## config.mk

```make
export PLATFORM = sky130hd
export DESIGN_NAME = sha_fifo
export DESIGN_NICKNAME = d
export VERILOG_FILES = /design/src/sha_fifo.sv
export SDC_FILE = /design/constraint.sdc
export NUM_CORES = 1
export LEC_CHECK = 0
export ABC_AREA = 1
export BUFFER_PORTS_ARGS = -buffer_cell sky130_fd_sc_hd__buf_2
export CAP_MARGIN = 30
export CELL_PAD_IN_SITES_DETAIL_PLACEMENT = 1
export CELL_PAD_IN_SITES_GLOBAL_PLACEMENT = 1
export CORE_MARGIN = 4
export CORE_UTILIZATION = 40
export CTS_BUF_LIST = sky130_fd_sc_hd__clkbuf_4
export CTS_CLUSTER_DIAMETER = 40
export DETAILED_ROUTE_END_ITERATION = 8
export PLACE_DENSITY_LB_ADDON = 0.1
export SLEW_MARGIN = 5
export SYNTH_ARGS = -nofsm -noshare
export SYNTH_HDL_FRONTEND = slang
export SYNTH_SLANG_ARGS = --single-unit
```

## constraint.sdc

```tcl
create_clock -name clk -period 1.85 [get_ports clk]
set_clock_uncertainty 0.2 [all_clocks]
set_input_delay 0.185 -clock clk [delete_from_list [all_inputs] [get_ports clk]]
set_output_delay 0.185 -clock clk [all_outputs]
set_load 0.005 [all_outputs]
```

## src/sha_fifo.sv

```systemverilog
// Small register queue of blocks between the byte packer and the core.
`timescale 1ns / 1ps
module sha_fifo #(
	parameter int WIDTH = 8,
	parameter int DEPTH = 2
) (
	input  logic             clk,
	input  logic             arst_n,
	input  logic             push,
	input  logic [WIDTH-1:0] push_data,
	output logic             full,
	input  logic             pop,
	output logic [WIDTH-1:0] pop_data,
	output logic             empty
);

	localparam int PW = (DEPTH > 1) ? $clog2(DEPTH) : 1;
	localparam int CW = $clog2(DEPTH + 1);

	logic [WIDTH-1:0] mem_q [DEPTH];
	logic [PW-1:0]    wr_ptr_q, rd_ptr_q;
	logic [CW-1:0]    count_q;
	logic             do_push, do_pop;

	assign full     = (count_q == CW'(DEPTH));
	assign empty    = (count_q == '0);
	assign do_push  = push && !full;
	assign do_pop   = pop && !empty;
	assign pop_data = mem_q[rd_ptr_q];

	always_ff @(posedge clk) begin
		if (do_push) begin
			mem_q[wr_ptr_q] <= push_data;
		end
	end

	always_ff @(posedge clk or negedge arst_n) begin
		if (!arst_n) begin
			wr_ptr_q <= '0;
			rd_ptr_q <= '0;
			count_q  <= '0;
		end else begin
			if (do_push) begin
				wr_ptr_q <= (wr_ptr_q == PW'(DEPTH - 1)) ? '0 : wr_ptr_q + 1'b1;
			end
			if (do_pop) begin
				rd_ptr_q <= (rd_ptr_q == PW'(DEPTH - 1)) ? '0 : rd_ptr_q + 1'b1;
			end
			if (do_push && !do_pop) begin
				count_q <= count_q + 1'b1;
			end else if (do_pop && !do_push) begin
				count_q <= count_q - 1'b1;
			end
		end
	end

endmodule

```

# Word-level counts from Yosys, hierarchy flattened
# Memories as Yosys holds them, arrays and structs flattened.
# Index checks and enable logic that the tools add are counted.
# W data, S select, Z words.
[op_classes] n_addsub=4 eq_ne=1 mux=6 n_reduce_logical=10
[op_table] op="$logic_and A1 B1 Y1" count=4
[op_table] op="$logic_not A1 Y1" count=4
[op_table] op="$mux W1" count=4
[op_table] op="$mux W2" count=2
[op_table] op="$add A1 B1 Y1 const B" count=2
[op_table] op="$add A2 B1 Y2 const B" count=1
[op_table] op="$eq A2 B2 Y1 const B" count=1
[op_table] op="$logic_not A2 Y1" count=1
[op_table] op="$reduce_bool A2 Y1" count=1
[op_table] op="$sub A2 B1 Y2 const B" count=1
[totals] reg_bits=4 ramBits=16 inputBits=12 out_inout_bits=10 word_cells=25 memories=1
[mem_list] name="mem_q" depth=2 width=8 rd=1 rd_clocked_by_memory_dff=0 wr=1 line_no="20" text="logic [WIDTH-1:0] mem_q [DEPTH];"

# Longest topological paths before layout
[depth] depth_word=7 mapped_depth=9 mapped_depth_nobuf=9

# Worst setup path after synthesis
# No wires, ideal clock.
[synth_path] path_kind="register -> register" from="register count_q[1]" to="memory mem_q[1][0] (enable)" setup_time_ns=0.371 arrival_time_ns=0.951 t_required_ns=1.279 slack_ns=0.328 stages_incl_launch_ff=4 path_buffers=0 synth_period_minus_slack_ns=1.522 cell_sequence="dfrtp_1 -> inv_1 -> o21ai_0 -> nor2_1"
[synth_between] elab_chain_len=5
[synth_rtl] element="from (decl)" line_no="22" text="logic [CW-1:0] count_q;"
[synth_rtl] element="from (signal assigned)" line_no="50" text="count_q <= count_q + 1'b1;"
[synth_rtl] element="from (signal assigned)" line_no="52" text="count_q <= count_q - 1'b1;"
[synth_rtl] element="$eq A2 B2 Y1" line_no="25" text="assign full = (count_q == CW'(DEPTH));"
[synth_rtl] element="$logic_not A1 Y1" line_no="27" text="assign do_push = push && !full;"
[synth_rtl] element="$logic_and A1 B1 Y1" line_no="27"
[synth_rtl] element="$mux W1" line_no="32" text="if (do_push) begin"
[synth_rtl] element="$mux W1 (implied by the code)" line_no="33" text="mem_q[wr_ptr_q] <= push_data;"
[synth_rtl] element="to (decl)" line_no="20"
# Every way passes these cells.

# Worst setup path after layout
[layout_path] from="register rd_ptr_q" to="output pop_data[3]"
[layout_between] elab_chain_len=1
[layout_rtl] element="from (decl)" line_no="21" text="logic [PW-1:0] wr_ptr_q, rd_ptr_q;"
[layout_rtl] element="from (signal assigned)" line_no="47" text="rd_ptr_q <= (rd_ptr_q == PW'(DEPTH - 1)) ? '0 : rd_ptr_q + 1'b1;"
[layout_rtl] element="$mem_v2 Z2 W8"
[layout_rtl] element="to (decl)" line_no="13" text="output logic [WIDTH-1:0] pop_data,"
# Every way passes these cells.

==> impl_metrics.json <==
{
  "arrival_ps": 1300,
  "dieArea_um2": 2810,
  "multi_input_area_um2": 194,
  "antenna_found_initial": 0,
  "drv_slew": 0,
  "cts_buffer_depth": 2,
  "cp_data_required_time_ps": 1460,
  "hold_class": "in2async",
  "outcome": "finished, final reports clean",
  "n_fill_cell": 235,
  "fmax_mhz": 595,
  "cts.clk_slew.worst_paths_ps": 110,
  "insertedDiodeCount": 0,
  "syn_area_per_cell_um2": 11.1,
  "place.port_buffers": 21,
  "place_hpwl_um": 1260,
  "start_kind": "flop",
  "worstSetupPathType": "reg2out",
  "total_power_mw": 1.44,
  "vias_per_cell": 4.36,
  "end_kind": "output pin",
  "cp_max_fo": 10,
  "fin_nets": 122,
  "synth_fp_nets": 86,
  "syn_inst": 73,
  "leakagePower_nw": 0.507,
  "cts-root-buf": "clkbuf_4",
  "timing.hold.ws_ps": 21.1,
  "r2r_start": "count_q[0]$_DFFE_PN0P_",
  "slew_headroom_pct": 75.1,
  "grt_max_degree": 12,
  "synth_top_area_cell": "edfxtp_1",
  "hold_viol": 0,
  "period_minus_slack_ps": 1680,
  "rsz0062_at_grt": "no",
  "die-width_um": 53.0,
  "maxCapViolations": 0,
  "clock_latency_ps": 290,
  "initial_core_util_pct": 41.7,
  "cp-startpoint": "rd_ptr_q$_DFFE_PN0P_",
  "die_h_um": 53.0,
  "synth_area_um2": 810,
  "synthTopCellsByArea": "edfxtp_1 59%, nand2_1 15%, dfrtp_1 12%",
  "drcViolationCount": 0,
  "wl_per_cell_um": 13.0,
  "clkSinkCount": 20,
  "area_delta_synth_final_pct": 33.1,
  "dr.first_iter.drc_count": 11,
  "totalNegativeSetupSlack_ps": 0,
  "worstMarginPinSlew_ps": 374,
  "routabilityCongestion": 0.640,
  "register_area_um2": 581,
  "antenna_left": 0,
  "vias": 588,
  "grt_pass1_wl_um": 2860,
  "synth.distinct_cells": 14,
  "track_usage_pct": 14.8,
  "first_pass_iters": 4,
  "pin_count": 22,
  "tritoncts": "done",
  "core-area_um2": 1940,
  "fin_crit_sh_pct": 90.9,
  "synth_top_area_share_pct": 59.4,
  "drive_above_1_share_pct": 25.9,
  "cts.repair.resized": 0,
  "setup_viol": 0,
  "yosysWarningCount": 0,
  "drt_wl_total_um": 1750,
  "cts_buffers": 3,
  "htree_levels": 1,
  "ir_drop_v": 0.000715,
  "ys_seq_elements": 20,
  "grt_pass1_vias": 615,
  "rows": 16,
  "powerDensity_nw_per_um2": 1330,
  "seq_area_frac_synth_pct": 71.7,
  "grt_remaining_overflow": 0
}
registers in the layout, summed over array words and instances, names as in the netlist:
register and cells:
rd_ptr_q 1, wr_ptr_q 1, count_q 2, mem_q 16
placed cells by master (no fill, tap or decap):
master | netlist | layout
nand2_1 | 33 | 33
buf_2 | 1 | 21
edfxtp_1 | 16 | 16
dlygate4sd3_1 | 0 | 10
inv_1 | 7 | 7
dfrtp_1 | 4 | 4
clkbuf_4 | 0 | 3
nor2_1 | 2 | 2
nor2_2 | 2 | 2
o21ai_0 | 2 | 2
inv_2 | 1 | 1
xnor2_1 | 1 | 1
nand3b_1 | 1 | 1
nand3_1 | 1 | 1
nand4_1 | 1 | 1
ha_1 | 1 | 1
clkinv_1 | 0 | 1
buf_4 | 0 | 1
worst max-delay path, cell delays in order (launching register included):
cell and delay, ps:
dfrtp_1 580, inv_2 160, nand2_1 90, nand2_1 60
buf_2 130
path summary, 6_finish.rpt:
path	depth (start not counted)	endpoint	slack, ps
worst max register to register	6	count_q[1]$_DFFE_PN0P_	170
worst min-delay path	2	wr_ptr_q$_DFFE_PN0N_	20
worst max-delay path	4	pop_data[3]	170
max in group asynchronous	2	rd_ptr_q$_DFFE_PN0P_	1300
worst min register to register	2	wr_ptr_q$_DFFE_PN0N_	290
min in group clk	5	wr_ptr_q$_DFFE_PN0N_	40
synth_stat cells:
| master | n |
|---|---|
| inv_1 | 7 |
| nand4_1 | 1 |
| dfrtp_1 | 4 |
| nand2_1 | 33 |
| nor2_2 | 2 |
| ha_1 | 1 |
| nand3_1 | 1 |
| xnor2_1 | 1 |
| inv_2 | 1 |
| nor2_1 | 2 |
| nand3b_1 | 1 |
| buf_2 | 1 |
| o21ai_0 | 2 |
| edfxtp_1 | 16 |
power breakdown:
part	internal, mW	total (mW)	switching (mW)
registers	0.625	0.720	0.0958
clock network	0.0783	0.199	0.121
logic	0.220	0.517	0.298
total	0.923	1.44	0.514
layout make-up:
| type | count | share of cell area (%) |
|---|---|---|
| inverters | 8 | 2.79 |
| repair buffers | 32 | 19.7 |
| multi-input cells | 44 | 18.0 |
| well taps | 27 | 3.14 |
| flip-flops and latches | 20 | 53.9 |
| clock buffers | 3 | 2.09 |
| clock inverters | 1 | 0.348 |
routing by layer:
layer,track usage [%],wire (um),vias up
li1,-,-,307
met5,0,0,-
met1,17.9,748,266
met3,2.82,72,2
met4,6.38,17,0
met2,25.4,914,13
what timing repair did:
action / CTS / global route
hold buffers: 10 / 0
endpoints found under the setup margin: 0 / 0
endpoints found under the hold margin: 21 / 0
buffers inserted: 0 / 0
stage by stage:
stage / setup WS (ps) / instance area, um2 / utilization [%] / std cells
global placement: 196 / 951 / 49.0 / 121
finish: 169 / 1080 / 55.5 / 135
detailed placement: 197 / 951 / 49.0 / 121
floorplan: 328 / 810 / - / 73
global route: 51.9 / 1080 / 55.5 / 135
CTS: 132 / 1080 / 55.5 / 135
logic make-up after synthesis:
family	share of synthesized area [%]
AO/OA/AOI/OAI	1.24
XOR/XNOR	1.08
flip-flops	71.7
buffers and inverters	4.33
AND/OR/NAND/NOR	20.1
adder cells (fa/ha/maj)	1.55
Power figures use the tool's default switching activity.
