<file path="config.mk">
export PLATFORM = sky130hd
export DESIGN_NAME = sha_core
export DESIGN_NICKNAME = d
export VERILOG_FILES = /design/src/sha_pkg.sv /design/src/sha_core.sv
export SDC_FILE = /design/constraint.sdc
export NUM_CORES = 2
export LEC_CHECK = 0
export BUFFER_PORTS_ARGS = -buffer_cell sky130_fd_sc_hd__buf_2
export CAP_MARGIN = 30
export CORE_ASPECT_RATIO = 0.5
export CORE_MARGIN = 3
export CORE_UTILIZATION = 55
export CTS_CLUSTER_DIAMETER = 150
export DETAILED_ROUTE_END_ITERATION = 10
export PLACE_DENSITY = 0.77
export SYNTH_ARGS = -nofsm -noshare
export SYNTH_HDL_FRONTEND = slang
export SYNTH_SLANG_ARGS = --single-unit
export TNS_END_PERCENT = 30
</file>
<file path="constraint.sdc">
create_clock -name clk -period 31.2 [get_ports clk]
set_input_delay 4.68 -clock clk [delete_from_list [all_inputs] [get_ports clk]]
set_output_delay 4.68 -clock clk [all_outputs]
set_load 0.01 [all_outputs]
</file>
<file path="src/sha_pkg.sv">
// Shared types, constants and round functions for the SHA-256 digest block.
`timescale 1ns / 1ps
package sha_pkg;

	localparam int BLOCK_W         = 512;
	localparam int BLOCK_BYTES     = 64;
	localparam int WORD_W          = 32;
	localparam int ROUNDS          = 64;
	localparam int QUEUE_DEPTH_DEF = 2;

	typedef logic [WORD_W-1:0] word_t;

	// One block handed from the byte packer to the compression core.
	typedef struct packed {
		logic               last_blk;
		logic [BLOCK_W-1:0] data;
	} blk_t;

	localparam word_t ROUND_K [ROUNDS] = '{
		32'h428a2f98, 32'h71374491, 32'hb5c0fbcf, 32'he9b5dba5,
		32'h3956c25b, 32'h59f111f1, 32'h923f82a4, 32'hab1c5ed5,
		32'hd807aa98, 32'h12835b01, 32'h243185be, 32'h550c7dc3,
		32'h72be5d74, 32'h80deb1fe, 32'h9bdc06a7, 32'hc19bf174,
		32'he49b69c1, 32'hefbe4786, 32'h0fc19dc6, 32'h240ca1cc,
		32'h2de92c6f, 32'h4a7484aa, 32'h5cb0a9dc, 32'h76f988da,
		32'h983e5152, 32'ha831c66d, 32'hb00327c8, 32'hbf597fc7,
		32'hc6e00bf3, 32'hd5a79147, 32'h06ca6351, 32'h14292967,
		32'h27b70a85, 32'h2e1b2138, 32'h4d2c6dfc, 32'h53380d13,
		32'h650a7354, 32'h766a0abb, 32'h81c2c92e, 32'h92722c85,
		32'ha2bfe8a1, 32'ha81a664b, 32'hc24b8b70, 32'hc76c51a3,
		32'hd192e819, 32'hd6990624, 32'hf40e3585, 32'h106aa070,
		32'h19a4c116, 32'h1e376c08, 32'h2748774c, 32'h34b0bcb5,
		32'h391c0cb3, 32'h4ed8aa4a, 32'h5b9cca4f, 32'h682e6ff3,
		32'h748f82ee, 32'h78a5636f, 32'h84c87814, 32'h8cc70208,
		32'h90befffa, 32'ha4506ceb, 32'hbef9a3f7, 32'hc67178f2
	};

	localparam word_t INIT_HASH [8] = '{
		32'h6a09e667, 32'hbb67ae85, 32'h3c6ef372, 32'ha54ff53a,
		32'h510e527f, 32'h9b05688c, 32'h1f83d9ab, 32'h5be0cd19
	};

	function automatic word_t big_sigma0(input word_t x);
		return {x[1:0], x[31:2]} ^ {x[12:0], x[31:13]} ^ {x[21:0], x[31:22]};
	endfunction

	function automatic word_t big_sigma1(input word_t x);
		return {x[5:0], x[31:6]} ^ {x[10:0], x[31:11]} ^ {x[24:0], x[31:25]};
	endfunction

	function automatic word_t small_sigma0(input word_t x);
		return {x[6:0], x[31:7]} ^ {x[17:0], x[31:18]} ^ {3'b000, x[31:3]};
	endfunction

	function automatic word_t small_sigma1(input word_t x);
		return {x[16:0], x[31:17]} ^ {x[18:0], x[31:19]} ^ {10'b0, x[31:10]};
	endfunction

endpackage

</file>
<file path="src/sha_core.sv">
// Compression core: one round per cycle, chaining words, digest output.
`timescale 1ns / 1ps
module sha_core
	import sha_pkg::*;
(
	input  logic       clk,
	input  logic       arst_n,
	input  logic       q_valid,
	input  blk_t       q_blk,
	output logic       pop,
	output logic       out_valid,
	input  logic       out_ready,
	output word_t      digest_word,
	output logic [2:0] word_index,
	output logic       last_word
);

	typedef enum logic [1:0] {S_IDLE, S_ROUND, S_ADD, S_OUT} state_t;

	state_t     state_q;
	word_t      hash_q [8];
	word_t      v_q    [8];
	word_t      w_q    [16];
	logic [5:0] rnd_q;
	logic       last_q;
	logic [2:0] idx_q;
	logic       out_valid_q;

	word_t t1, t2, w_new;

	assign pop         = (state_q == S_IDLE) && q_valid;
	assign out_valid   = out_valid_q;
	assign digest_word = hash_q[idx_q];
	assign word_index  = idx_q;
	assign last_word   = (idx_q == 3'd7);

	always_comb begin
		t1 = v_q[7] + big_sigma1(v_q[4]) + ((v_q[4] & v_q[5]) ^ (~v_q[4] & v_q[6]))
			+ ROUND_K[rnd_q] + w_q[0];
		t2 = big_sigma0(v_q[0])
			+ ((v_q[0] & v_q[1]) ^ (v_q[0] & v_q[2]) ^ (v_q[1] & v_q[2]));
		w_new = small_sigma1(w_q[14]) + w_q[9] + small_sigma0(w_q[1]) + w_q[0];
	end

	// working variables and message schedule window
	always_ff @(posedge clk) begin
		if (pop) begin
			for (int i = 0; i < 16; i++) begin
				w_q[i] <= q_blk.data[BLOCK_W - 1 - WORD_W*i -: WORD_W];
			end
			for (int i = 0; i < 8; i++) begin
				v_q[i] <= hash_q[i];
			end
		end else if (state_q == S_ROUND) begin
			for (int i = 0; i < 15; i++) begin
				w_q[i] <= w_q[i + 1];
			end
			w_q[15] <= w_new;
			v_q[7] <= v_q[6];
			v_q[6] <= v_q[5];
			v_q[5] <= v_q[4];
			v_q[4] <= v_q[3] + t1;
			v_q[3] <= v_q[2];
			v_q[2] <= v_q[1];
			v_q[1] <= v_q[0];
			v_q[0] <= t1 + t2;
		end
	end

	always_ff @(posedge clk or negedge arst_n) begin
		if (!arst_n) begin
			state_q     <= S_IDLE;
			rnd_q       <= '0;
			last_q      <= 1'b0;
			idx_q       <= '0;
			out_valid_q <= 1'b0;
			for (int i = 0; i < 8; i++) begin
				hash_q[i] <= INIT_HASH[i];
			end
		end else begin
			unique case (state_q)
				S_IDLE: begin
					if (q_valid) begin
						state_q <= S_ROUND;
						rnd_q   <= '0;
						last_q  <= q_blk.last_blk;
					end
				end
				S_ROUND: begin
					rnd_q <= rnd_q + 1'b1;
					if (rnd_q == 6'(ROUNDS - 1)) begin
						state_q <= S_ADD;
					end
				end
				S_ADD: begin
					for (int i = 0; i < 8; i++) begin
						hash_q[i] <= hash_q[i] + v_q[i];
					end
					if (last_q) begin
						state_q     <= S_OUT;
						idx_q       <= '0;
						out_valid_q <= 1'b1;
					end else begin
						state_q <= S_IDLE;
					end
				end
				S_OUT: begin
					if (out_ready) begin
						if (idx_q == 3'd7) begin
							out_valid_q <= 1'b0;
							state_q     <= S_IDLE;
							for (int i = 0; i < 8; i++) begin
								hash_q[i] <= INIT_HASH[i];
							end
						end else begin
							idx_q <= idx_q + 1'b1;
						end
					end
				end
				default: state_q <= S_IDLE;
			endcase
		end
	end

endmodule

</file>
# After elaboration in Yosys (flattened, before gate mapping)
# Memories as Yosys holds them, arrays and structs flattened.
# Cells that the tools add are included.
# totals
reg_bits,269
ramBits,768
mem_bits_ro,2048
memories,3
# classes
addsub,20
n_lt_le_gt_ge,2
n_eq_ne,11
mux,53
bitwise,43
n_reduce_logical,10
# mem_list
name,words,width,read_ports,rd_ports_with_merged_regs,wr,line_no,source
(name not given),64,32,1,0,0,sha_core.sv:39,+ ROUND_K[rnd_q] + w_q[0];
w_q,16,32,16,0,16,sha_core.sv:23,word_t w_q [16];
v_q,8,32,8,0,8,sha_core.sv:22,word_t v_q [8];
# op_table
operator,count
$mux W32,28
$add A32 B32 Y32,18
$mux W256,2
$pmux W256 S2,1
$xor A32 B32 Y32,9
$and A32 B32 Y32,5
$bmux W32 S3,1
$not A32 Y32,1
$xor A32 B22 Y32,1
$xor A32 B29 Y32,1
$or A1 B1 Y1,24
$pmux W6 S2,1
$reduce_and A4 Y1,3
$mux W2,5
$ne A2 B2 Y1 const B,5
$mux W3,3
$mux W1,8
$pmux W2 S4,1
$ge A7 B7 Y1 const B,1
$not A6 Y7,1
$add A6 B1 Y6 const B,1
$eq A6 B6 Y1 const B,1
$mux W6,1
$pmux W3 S2,1
13 further kinds,16

# Longest topological paths before layout
# depth
ltp_word,8
mapped_depth,41

# Worst setup path after synthesis
# No wires, ideal clock.
# synth_path
path_type,input to register
start,in q_valid
end,"mem v_q[0][0] (netlist name), enable pin"
arrival_ns,20.212
slack_ns,9.879
cell_stages,5
path_buffers,1
cell_sequence,or3b_2 > clkbuf_1 > inv_2 > nor2_1 > inv_1
# synth_lines
element,line_no,source
from (decl),sha_core.sv:8,"input logic q_valid,"
to (decl),sha_core.sv:22,

# Worst setup path in the final report
# layout_path
start,in q_valid
end,out pop
# layout_via
elab_chain_len,1
# layout_rtl
element,line_no,source
$logic_and A1 B1 Y1,sha_core.sv:31,assign pop = (state_q == S_IDLE) && q_valid;
to (decl),sha_core.sv:10,"output logic pop,"
# Every way passes these cells.

==> out/metrics.yaml <==
worst_setup_path:
  required_ns: 26.52
  cpMostUsedCell: "buf_2"
  rrSetupSlack_ns: 21.36
  critPathLaunchType: "input pin"
  path_class: "in -> out"
  worst_path_max_delay_cell: "or3b_4"
  cp.arrival_ns: 5.83
  r2r_cells: 36
  r2r-start: "rnd_q[1]"
  max_stage_delay_ns: 0.53
  cpLargestDelayFamily: "buffers and inverters"
  path_cells: "buf_2 > or3b_4 > inv_6 > buf_2"
  critPathBufInv: 3
  reg2reg_to: "v_q[1][31]"
  end_kind: "output port"
  cp_max_fo: 43
status:
  outcome: "finished, final reports clean"
timing:
  fin_crit_sh_pct: 33.7
  max-slew-margin-rel_pct: 10.1
  hold_viol_final: 0
  fin_worst_skew_ns: 0.0241
  period_minus_slack_ns: 10.51
  finalMaxSlewViolations: 0
  finalSetupTns_ns: 0
  setup_viol_count_final: 0
  tightestPinTransition_ns: 1.35
  rsz0062_at_grt: "no"
  fmax_mhz: 95.2
detailed_routing:
  dr_total_vias: 59600
  drt_first_pass_iters: 7
  ant_nets: 0
  avgRoutedWirePerCell_microns: 24.1
  drtIter0Drc: 7609
  routed_wl_microns: 238000
  drc_errors: 0
  via_per_inst: 6.01
logic_synthesis:
  synthFlopType: "edfxtp_1"
  synthMuxAreaShare_pct: 3.33
  yosysSeqAreaShare_pct: 42.0
  synth_compound_area_share_pct: 13.7
  yosys.area_share.simple_pct: 17.8
  ys_async_sr_fraction_pct: 25.9
  avgSynthCellArea_sq_um: 9.20
  syn_area_sq_mm: 0.0714
  synth_top_family_by_area: "simple AND/OR/NAND/NOR gates"
  yosys_register_bits: 1037
  netlist_instances: 7759
  yosysWarnings: 0
  synth_cell_types: 99
  yosys.area_share.adder_pct: 12.4
  synth_edf_count: 768
  synth_fp_nets: 8863
  synth_xor_area_share_pct: 7.21
global_routing:
  grtUsageMet2_pct: 53.5
  gr-total-overflow: 0
  grt.total_usage_pct: 34.6
  grt.met3_usage_pct: 7.21
  grt_pass1_wl_microns: 348000
  grt-busiest-layer: "met2"
  grt.met1_usage_pct: 47.9
  grt_max_degree: 211
  grt_pass1_vias: 55600
  antenna_found_initial: 47
clock_network:
  cts.sinks: 1037
  cts_setup_buffers: 0
  ctsRootBufferMaster: "clkbuf_16"
  h-tree-depth: 3
  cts_resized: 0
  cts_hold_buf: 0
  cts_buffer_depth: 3
  clock_latency_ns: 0.74
  path_clk_slew_ns: 0.07
  cts_made_buffers: 100
  cts_tree: "yes"
die:
  core_sq_mm: 0.127
  die_x_microns: 516
  fp.dieH_microns: 261
  row_count: 92
  ios: 555
  start_util_pct: 56.0
  die_area_sq_mm: 0.134
layout:
  drive_gt1_share_pct: 13.2
  multi_input_area_sq_mm: 0.0389
  ff_latch_area_sq_mm: 0.0300
  area_growth_pct: 10.3
  fin_nets: 9193
  fill_cells: 10500
place:
  hpwl_microns: 179000
  gp_congestion: 1.02
  io_buffers: 554
job:
  drv_cap: 0
hold_path:
  min_from: "w_q[0][151]"
  holdPathStages: 2
  hold_path.class: "reg -> reg"
  holdPathEnd: "w_q[0][119]"
==> state kept, by name (all words and copies together), names as in the netlist <==
signal / count
last_q: 1
hash_q: 256
v_q: 256
w_q: 512
state_q: 2
word_index: 3
out_valid: 1
rnd_q: 6
==> cells in the final DEF (no fill, tap or decap), drive strengths merged, types with 61 or more instances in the layout <==
master | synthesis | routed
inv | 304 | 306
edfxtp | 768 | 768
xor2 | 217 | 217
dfrtp | 133 | 133
o21ai | 430 | 430
nand3 | 83 | 83
xnor2 | 370 | 370
nor2 | 363 | 363
ha | 392 | 392
fa | 195 | 195
nand2 | 2410 | 2410
nor3 | 63 | 63
nand2b | 61 | 61
clkbuf | 339 | 133
dfstp | 136 | 136
a21o | 215 | 215
mux4 | 71 | 71
a21oi | 459 | 459
buf | 42 | 609
==> per-stage QoR <==
step	hold slack (ns)	std cells	setup slack, ns	util, %	cell area, sq um
final	0.497	9906	20.69	61.8	78800
after global routing	0.523	9893	20.62	61.8	78800
after CTS	0.506	9868	20.70	61.7	78700
after detailed placement	0.490	9678	20.71	59.2	75400
after global placement	0.487	9677	20.70	59.2	75400
after floorplan	0.467	7759	9.88	-	71400
==> routing by layer <==
layer	up-vias	part of all wire, %
met4	24	4.3
met2	3211	45
met1	28500	40
met5	-	0.059
met3	518	11
li1	27300	-
==> synth_stat cells (53+ instances only) <==
master | n | area, sq um
xnor2_1 | 369 | 3230
edfxtp_1 | 768 | 23100
nand3_1 | 83 | 415
o21a_1 | 57 | 428
a31oi_1 | 53 | 332
a21o_1 | 215 | 1610
inv_1 | 303 | 1140
fa_1 | 195 | 3900
dfstp_2 | 136 | 3570
xor2_1 | 217 | 1900
o21ai_0 | 403 | 2020
mux2_2 | 57 | 642
nand2b_1 | 61 | 382
ha_1 | 392 | 4900
nor3_1 | 62 | 310
mux4_2 | 71 | 1600
nor2_1 | 363 | 1360
dfrtp_1 | 133 | 3330
a21oi_1 | 454 | 2270
nand2_1 | 2410 | 9050
clkbuf_1 | 338 | 1270
==> kinds of logic after synthesis <==
kind of cell	count (synthesis)
AOI/OAI and AO/OA	1558
muxes	142
xor gates and xnor gates	587
and+or+nand+nor	3158
adders and majority gates	590
DFF	1037
buffers and inverters	687
==> tightest hold or removal path, stage by stage (launching register included) <==
cell and delay (ns):
edfxtp_1 0.32, nand2_1 0.04, nand2_1 0.05
==> layout make-up <==
class,count,area share (%)
Multi-Input combinational cell,6035,49.4
Inverter,306,1.47
Sequential cell,1037,38.0
Antenna cell,37,0.118
Clock inverter,57,0.716
Timing Repair Buffer,609,4.16
Tap cell,1692,2.69
Clock buffer,133,3.43
==> how the worst max path moves through the flow <==
stage	end	startpoint	cells past startpoint	slack [ns]
2_1_floorplan	v_q[0][0]	q_valid	5	9.88
3_3_place_gp	pop	q_valid	4	20.70
3_5_place_dp	pop	q_valid	4	20.71
4_1_cts	pop	q_valid	4	20.70
5_1_grt	pop	q_valid	4	20.62
6_report	pop	q_valid	4	20.69
Power is not shown: default switching activity piles up to over one toggle a cycle in this logic, so the estimate is an artifact.
