===== src/sha_pkg.sv =====
// Shared types, constants and round functions for the SHA-256 digest block.
`timescale 1ns / 1ps
package sha_pkg;

	localparam int BLOCK_W         = 512;
	localparam int BLOCK_BYTES     = 64;
	localparam int WORD_W          = 32;
	localparam int ROUNDS          = 64;
	localparam int QUEUE_DEPTH_DEF = 2;

	typedef logic [WORD_W-1:0] word_t;

	// One block handed from the byte packer to the compression core.
	typedef struct packed {
		logic               last_blk;
		logic [BLOCK_W-1:0] data;
	} blk_t;

	localparam word_t ROUND_K [ROUNDS] = '{
		32'h428a2f98, 32'h71374491, 32'hb5c0fbcf, 32'he9b5dba5,
		32'h3956c25b, 32'h59f111f1, 32'h923f82a4, 32'hab1c5ed5,
		32'hd807aa98, 32'h12835b01, 32'h243185be, 32'h550c7dc3,
		32'h72be5d74, 32'h80deb1fe, 32'h9bdc06a7, 32'hc19bf174,
		32'he49b69c1, 32'hefbe4786, 32'h0fc19dc6, 32'h240ca1cc,
		32'h2de92c6f, 32'h4a7484aa, 32'h5cb0a9dc, 32'h76f988da,
		32'h983e5152, 32'ha831c66d, 32'hb00327c8, 32'hbf597fc7,
		32'hc6e00bf3, 32'hd5a79147, 32'h06ca6351, 32'h14292967,
		32'h27b70a85, 32'h2e1b2138, 32'h4d2c6dfc, 32'h53380d13,
		32'h650a7354, 32'h766a0abb, 32'h81c2c92e, 32'h92722c85,
		32'ha2bfe8a1, 32'ha81a664b, 32'hc24b8b70, 32'hc76c51a3,
		32'hd192e819, 32'hd6990624, 32'hf40e3585, 32'h106aa070,
		32'h19a4c116, 32'h1e376c08, 32'h2748774c, 32'h34b0bcb5,
		32'h391c0cb3, 32'h4ed8aa4a, 32'h5b9cca4f, 32'h682e6ff3,
		32'h748f82ee, 32'h78a5636f, 32'h84c87814, 32'h8cc70208,
		32'h90befffa, 32'ha4506ceb, 32'hbef9a3f7, 32'hc67178f2
	};

	localparam word_t INIT_HASH [8] = '{
		32'h6a09e667, 32'hbb67ae85, 32'h3c6ef372, 32'ha54ff53a,
		32'h510e527f, 32'h9b05688c, 32'h1f83d9ab, 32'h5be0cd19
	};

	function automatic word_t big_sigma0(input word_t x);
		return {x[1:0], x[31:2]} ^ {x[12:0], x[31:13]} ^ {x[21:0], x[31:22]};
	endfunction

	function automatic word_t big_sigma1(input word_t x);
		return {x[5:0], x[31:6]} ^ {x[10:0], x[31:11]} ^ {x[24:0], x[31:25]};
	endfunction

	function automatic word_t small_sigma0(input word_t x);
		return {x[6:0], x[31:7]} ^ {x[17:0], x[31:18]} ^ {3'b000, x[31:3]};
	endfunction

	function automatic word_t small_sigma1(input word_t x);
		return {x[16:0], x[31:17]} ^ {x[18:0], x[31:19]} ^ {10'b0, x[31:10]};
	endfunction

endpackage


===== src/sha_front.sv =====
// Byte packer: gathers bytes into blocks, pads on finish, tracks bit length.
`timescale 1ns / 1ps
module sha_front
	import sha_pkg::*;
(
	input  logic       clk,
	input  logic       arst_n,
	input  logic       in_valid,
	output logic       in_ready,
	input  logic       action,
	input  logic [7:0] data_byte,
	output logic       push,
	output blk_t       push_blk,
	input  logic       full
);

	logic [7:0]  buf_q [BLOCK_BYTES];
	logic [5:0]  fill_q;
	logic [63:0] len_q;
	logic        pend_q;

	logic        acc;
	logic [63:0] total;
	logic [7:0]  pad_b  [BLOCK_BYTES];
	logic [7:0]  full_b [BLOCK_BYTES];
	logic [7:0]  tail_b [BLOCK_BYTES];
	logic [BLOCK_W-1:0] pad_v, full_v, tail_v;

	assign in_ready = !full && !pend_q;
	assign acc      = in_valid && in_ready;
	assign total    = len_q + {55'b0, fill_q, 3'b000};

	always_comb begin
		for (int i = 0; i < BLOCK_BYTES; i++) begin
			full_b[i] = (6'(i) == fill_q) ? data_byte : buf_q[i];
			if (6'(i) < fill_q) begin
				pad_b[i] = buf_q[i];
			end else if (6'(i) == fill_q) begin
				pad_b[i] = 8'h80;
			end else begin
				pad_b[i] = 8'h00;
			end
			tail_b[i] = 8'h00;
		end
		// length goes in the last eight bytes, big-endian
		for (int i = 0; i < 8; i++) begin
			tail_b[56 + i] = len_q[63 - 8*i -: 8];
			if (fill_q < 6'd56) begin
				pad_b[56 + i] = total[63 - 8*i -: 8];
			end
		end
		for (int i = 0; i < BLOCK_BYTES; i++) begin
			pad_v[BLOCK_W - 1 - 8*i -: 8]  = pad_b[i];
			full_v[BLOCK_W - 1 - 8*i -: 8] = full_b[i];
			tail_v[BLOCK_W - 1 - 8*i -: 8] = tail_b[i];
		end
	end

	always_comb begin
		push     = 1'b0;
		push_blk = '{last_blk: 1'b0, data: full_v};
		if (pend_q) begin
			push     = !full;
			push_blk = '{last_blk: 1'b1, data: tail_v};
		end else if (acc && action) begin
			push     = 1'b1;
			push_blk = '{last_blk: (fill_q < 6'd56), data: pad_v};
		end else if (acc && (fill_q == 6'd63)) begin
			push = 1'b1;
		end
	end

	always_ff @(posedge clk) begin
		if (acc && !action) begin
			buf_q[fill_q] <= data_byte;
		end
	end

	always_ff @(posedge clk or negedge arst_n) begin
		if (!arst_n) begin
			fill_q <= '0;
			len_q  <= '0;
			pend_q <= 1'b0;
		end else if (pend_q) begin
			if (!full) begin
				pend_q <= 1'b0;
				len_q  <= '0;
			end
		end else if (acc) begin
			if (action) begin
				fill_q <= '0;
				// padding spills into a second block: hold total for it
				if (fill_q >= 6'd56) begin
					pend_q <= 1'b1;
					len_q  <= total;
				end else begin
					len_q <= '0;
				end
			end else begin
				fill_q <= fill_q + 1'b1;
				if (fill_q == 6'd63) begin
					len_q <= len_q + 64'd512;
				end
			end
		end
	end

endmodule


===== config.mk =====
export PLATFORM = sky130hd
export DESIGN_NAME = sha_front
export DESIGN_NICKNAME = d
export VERILOG_FILES = /design/src/sha_pkg.sv /design/src/sha_front.sv
export SDC_FILE = /design/constraint.sdc
export NUM_CORES = 1
export LEC_CHECK = 0
export CORE_ASPECT_RATIO = 1.1
export CORE_UTILIZATION = 25
export DETAILED_ROUTE_END_ITERATION = 8
export DONT_BUFFER_PORTS = 1
export HOLD_SLACK_MARGIN = 0.1
export MAX_ROUTING_LAYER = met4
export PLACE_DENSITY_LB_ADDON = 0.08
export SLEW_MARGIN = 20
export SYNTH_ARGS = -nofsm -noshare
export SYNTH_HDL_FRONTEND = slang
export SYNTH_SLANG_ARGS = --single-unit

===== constraint.sdc =====
create_clock -name clk -period 3.3 [get_ports clk]
set_input_delay 0.495 -clock clk [delete_from_list [all_inputs] [get_ports clk]]
set_output_delay 0.495 -clock clk [all_outputs]
set_load 0.01 [all_outputs]

== Word-level counts from Yosys, hierarchy flattened ==
Memory sizes are Yosys's and may differ from the RTL's.
Index checks and enable logic that the tools add are counted.

* Register bits: 71
* RAM bits: 512
* Bits of input ports: 13
* Output and inout port bits: 515
* Logic and storage cells: 371
* Memories kept: 1

{| class="wikitable"
|+ Memories
! memory !! depth !! bits a word !! rd ports !! clocked after Yosys merged registers in !! write ports !! RTL line !! text
|-
| buf_q || 64 || 8 || 64 || 0 || 1 || sha_front.sv:17 || <nowiki>logic [7:0] buf_q [BLOCK_BYTES];</nowiki>
|}

* $add $sub $neg: 3
* Magnitude comparators: 66
* Equal/unequal tests: 65
* Mux-type cells: 219
* Bitwise gates (word level): 1
* Reductions and logical operators: 13

{| class="wikitable"
|+ Operators by type and width
! operator !! number
|-
| $mux W8 || 200
|-
| $mux W513 || 2
|-
| $mux W64 || 6
|-
| $eq A6 B6 Y1 const A || 32
|-
| $lt A6 B6 Y1 const A || 32
|-
| $eq A5 B6 Y1 const A || 16
|-
| $lt A5 B6 Y1 const A || 16
|-
| $add A64 B10 Y64 const B || 1
|-
| $add A64 B9 Y64 || 1
|-
| $eq A4 B6 Y1 const A || 8
|-
| $lt A4 B6 Y1 const A || 8
|-
| $eq A3 B6 Y1 const A || 4
|-
| $lt A3 B6 Y1 const A || 4
|-
| $eq A2 B6 Y1 const A || 2
|-
| $lt A1 B6 Y1 const A || 2
|-
| $lt A2 B6 Y1 const A || 2
|-
| $mux W1 || 10
|-
| $add A6 B1 Y6 const B || 1
|-
| $eq A1 B6 Y1 const A || 1
|-
| $eq A6 B6 Y1 const B || 1
|-
| $ge A6 B6 Y1 const B || 1
|-
| $logic_not A6 Y1 || 1
|-
| $lt A6 B6 Y1 const B || 1
|-
| $mux W6 || 1
|-
| 8 further kinds || 14
|}

== Depth between registers and ports, before layout ==
* Depth in word-level cells: 7
* Depth in mapped cells: 11

== Worst setup path before layout ==
No wires, ideal clock.

* Path type: register to output
* From: register fill_q[1]
* To: output push_blk[61] in the netlist's numbering
* Arrival: 2.727 ns
* Data required time: 2.805 ns
* Setup slack: 0.078 ns
* Stages on the path, launching flop included: 11
* Buffers on the path: 2
* Path through: dfrtp_1 clkbuf_1 inv_1 fa_1 nor2b_1 o31a_1 a2bb2oi_1 clkbuf_1 nand4_1 xor2_1 o21ai_0

{| class="wikitable"
|+ RTL lines
! element !! RTL line !! text
|-
| from (decl) || sha_front.sv:18 || <nowiki>logic [5:0] fill_q;</nowiki>
|-
| from (signal assigned) || sha_front.sv:100 || <nowiki>fill_q <= fill_q + 1'b1;</nowiki>
|-
| to (decl) || sha_front.sv:13 || <nowiki>output blk_t push_blk,</nowiki>
|}

==> flow_summary.json <==
{
  "synth_flop_cell": "edfxtp_1",
  "place.port_buffers": 0,
  "syn_inst": 2959,
  "die_area_sq_mm": 0.1240,
  "cts_made_buffers": 74,
  "synth_nets": 2983,
  "ys_ff_latch": 580,
  "cp_cell_sequence": "ha_2 > buf_4 > a211o_1 > a21bo_2 > buf_4 > a2bb2oi_4 > nor2_4 > a222oi_1 > buf_4 > o21ai_1 > buf_4",
  "min_period_ps": 3724,
  "synth_top_area_cell": "edfxtp_1",
  "p_leak_uw": 0.01725,
  "maxCapViolations": 0,
  "fp-row-count": 134,
  "vdd_drop_max_uv": 409.8,
  "startpoint_type": "flip-flop",
  "setup.worst_path.end_class": "output pin",
  "drt_drc_violations_left": 0,
  "vias": 29458,
  "ioPinCount": 528,
  "h-tree-depth": 3,
  "ys_top_cells_by_area": "edfxtp_1 (50%), dfrtp_1 (5.6%), a22o_1 (5.5%)",
  "dp_hpwl_um": 118700,
  "status": "finished with violations",
  "synthTopCellsByCount": "edfxtp_1 (512), nor2_1 (402), nand2_1 (257)",
  "grtUsageTotal_pct": 28.90,
  "place_congestion": 0.9037,
  "cts_tree": "yes",
  "intPower_uw": 14110,
  "synth-async-reset-ratio_pct": 11.72,
  "fin_skew_ps": 37.71,
  "max_stage_delay_ps": 400,
  "pwr-share-clk_pct": 44.8,
  "crit_fanout": 3,
  "grt_pass1_wl_um": 244200,
  "die_h_um": 369.2,
  "overflow": 0,
  "power.share.sequential_pct": 41.8,
  "relSlewSlack_pct": 42.70,
  "report.final.setup_viol": 242,
  "slowest_stage": "dfrtp_1",
  "yosysSeqAreaShare_pct": 55.71,
  "postRouteAntennaNets": 0,
  "setup_slack_ps": -424.0,
  "wire_per_inst_um": 33.49,
  "p_sw_uw": 5107,
  "grt_pass1_vias": 29838,
  "critPathArrivalTime_ps": 3230,
  "drt_first_pass_iters": 6,
  "insertion_delay_ps": 670,
  "avgViaCountPerCell": 5.504,
  "ys_warn_count": 0,
  "nets": 3684,
  "initial_utilization_pct": 25.25,
  "cp_common_cell": "buf_4",
  "hold_ws_ps": 134.0,
  "ys_types": 92,
  "numClockSinks": 580,
  "switching_share_pct": 26.58,
  "violations": "negative setup slack",
  "cts_root_buf": "clkbuf_16",
  "drive_gt1_share_pct": 41.39,
  "cts_buffer_depth": 3,
  "power_frac_comb_pct": 13.3,
  "finalMaxSlewViolations": 0,
  "final_util_pct": 37.51,
  "criticalPathCategory": "flip-flop to output pin",
  "hold_viol": 0,
  "seq_area_sq_mm": 0.01711,
  "syn_to_final_growth_pct": 48.57,
  "clk_pin_slew_worst_paths_ps": 70,
  "hp-class": "input pin to flip-flop",
  "rsz0062_at_grt": "true",
  "core-area_sq_mm": 0.1214,
  "worstPathRequired_ps": 2800,
  "yosys.area.top_type_share_pct": 50.16,
  "syn_area_sq_mm": 0.03065,
  "avgSynthCellArea_sq_um": 10.36,
  "wirelength_um": 179300,
  "n_fill_cell": 12110,
  "cellPowerDensity_mw_per_mm2": 421.9,
  "multi_input_area_sq_mm": 0.01586,
  "dr.first_iter.drc_count": 2502,
  "synth_edf_count": 512,
  "fp.dieW_um": 335.9,
  "antenna_found_initial": 2,
  "worst_slew_pin_slew_ps": 859.5,
  "fmax_mhz": 268.5,
  "yosysMostFrequentCell": "edfxtp_1",
  "period_share_pct": 112.8,
  "grt_max_degree": 93
}
## power groups by stage
stage / registers [uW] / clock network [uW] / logic [uW]
2_1_floorplan: 8190 / 0 / 837
3_3_place_gp: 8190 / 0 / 1700
3_5_place_dp: 8190 / 0 / 1700
4_1_cts: 8040 / 8770 / 2300
5_1_grt: 8040 / 8990 / 2660
6_report: 8040 / 8610 / 2560
## layer usage
layer | vias to the layer above | part of all wire (%) | GRT usage (%) | wire length [um]
met5 | - | 0 | - | 0
met4 | 0 | 3.3 | 9.422 | 5966
met3 | 259 | 6.9 | 6.252 | 12370
met2 | 1251 | 50 | 49.18 | 89950
met1 | 15172 | 40 | 33.67 | 70980
li1 | 12776 | - | - | -
## cell usage in the layout, fill, tap and decap left out, drive strengths merged, types with 11 or more instances in the layout
cell type / n
bufinv: 11
a222oi: 12
mux2i: 91
clkinv: 25
dfrtp: 68
and3: 21
nor2b: 11
a21o: 11
nor4: 25
inv: 26
nor3: 84
edfxtp: 512
nand3: 122
a22oi: 51
buf: 860
o21ai: 205
and2: 24
a221oi: 18
nand2b: 22
a211oi: 14
o31a: 13
a21oi: 202
or2: 15
nand2: 260
a2bb2oi: 11
nor2: 402
nand4: 24
clkbuf: 94
o22ai: 22
a31oi: 81
o31ai: 16
a22o: 191
## critical path, delay by kind of cell, from the launching register on
family | cells | cell delay, ps
AOI/OAI and AO/OA | 5 | 1180
adders and majority gates | 1 | 200
buffers and inverters | 4 | 690
DFF | 1 | 400
and+or+nand+nor | 1 | 90
## sequential cells by signal, indices dropped and copies added, names as in the netlist
name,flops
buf_q,512
fill_q,6
len_q,61
pend_q,1
## cell families after synthesis
family | Yosys count | synth area share, %
muxes | 94 | 3.082
buffers and inverters | 268 | 3.441
adders and majority gates | 11 | 0.4735
and+or+nand+nor | 1038 | 15.79
DFF | 580 | 55.71
AOI/OAI and AO/OA | 952 | 21.04
xor gates and xnor gates | 16 | 0.4572
## cell type report
type,instances,share of cell area (%)
sequential,580,37.58
multi-input combinational,2113,34.83
timing repair buffer,866,17.38
tap,1632,4.484
clock buffer,92,4.355
clock inverter,42,1.151
inverter,25,0.2143
antenna,2,0.01099
## path summary, 6_finish.rpt
| path | slack (ps) | cells past startpoint | to | startpoint |
|---|---|---|---|---|
| worst max-delay path | -420 | 11 | push_blk[18] | fill_q[0] |
| worst min register to register | 550 | 1 | len_q[49] | len_q[49] |
| worst max register to register | -80 | 17 | len_q[53] | fill_q[0] |
| max in group asynchronous | 2430 | 2 | len_q[47] | arst_n |
| worst min-delay path | 130 | 3 | fill_q[4] | action |
| min in group asynchronous | 350 | 2 | len_q[17] | arst_n |
## what timing repair did
action | in CTS | in global routing
buffers inserted | 120 | 60
endpoints found under the setup margin | 503 | 369
hold buffers | 12 | 0
cloned | 9 | 4
hold endpoints to repair | 583 | 0
resized for setup | 652 | 278
pin swaps | 107 | 100
## per-stage QoR
| stage | setup TNS [ps] | total power [uW] | instances | instance area, sq um | setup WS (ps) |
|---|---|---|---|---|---|
| 2_1_floorplan | 0 | 9025 | 2959 | 30650 | 77.59 |
| 3_3_place_gp | -2606 | 9885 | 5021 | 37140 | -410.4 |
| 3_5_place_dp | -2294 | 9883 | 5021 | 37140 | -392.5 |
| 4_1_cts | -26630 | 19100 | 5292 | 43830 | -464.6 |
| 5_1_grt | -70320 | 19690 | 5350 | 45530 | -527.9 |
| 6_report | -34500 | 19210 | 5352 | 45540 | -424.0 |
No activity file was read; power rests on OpenSTA's default activity.
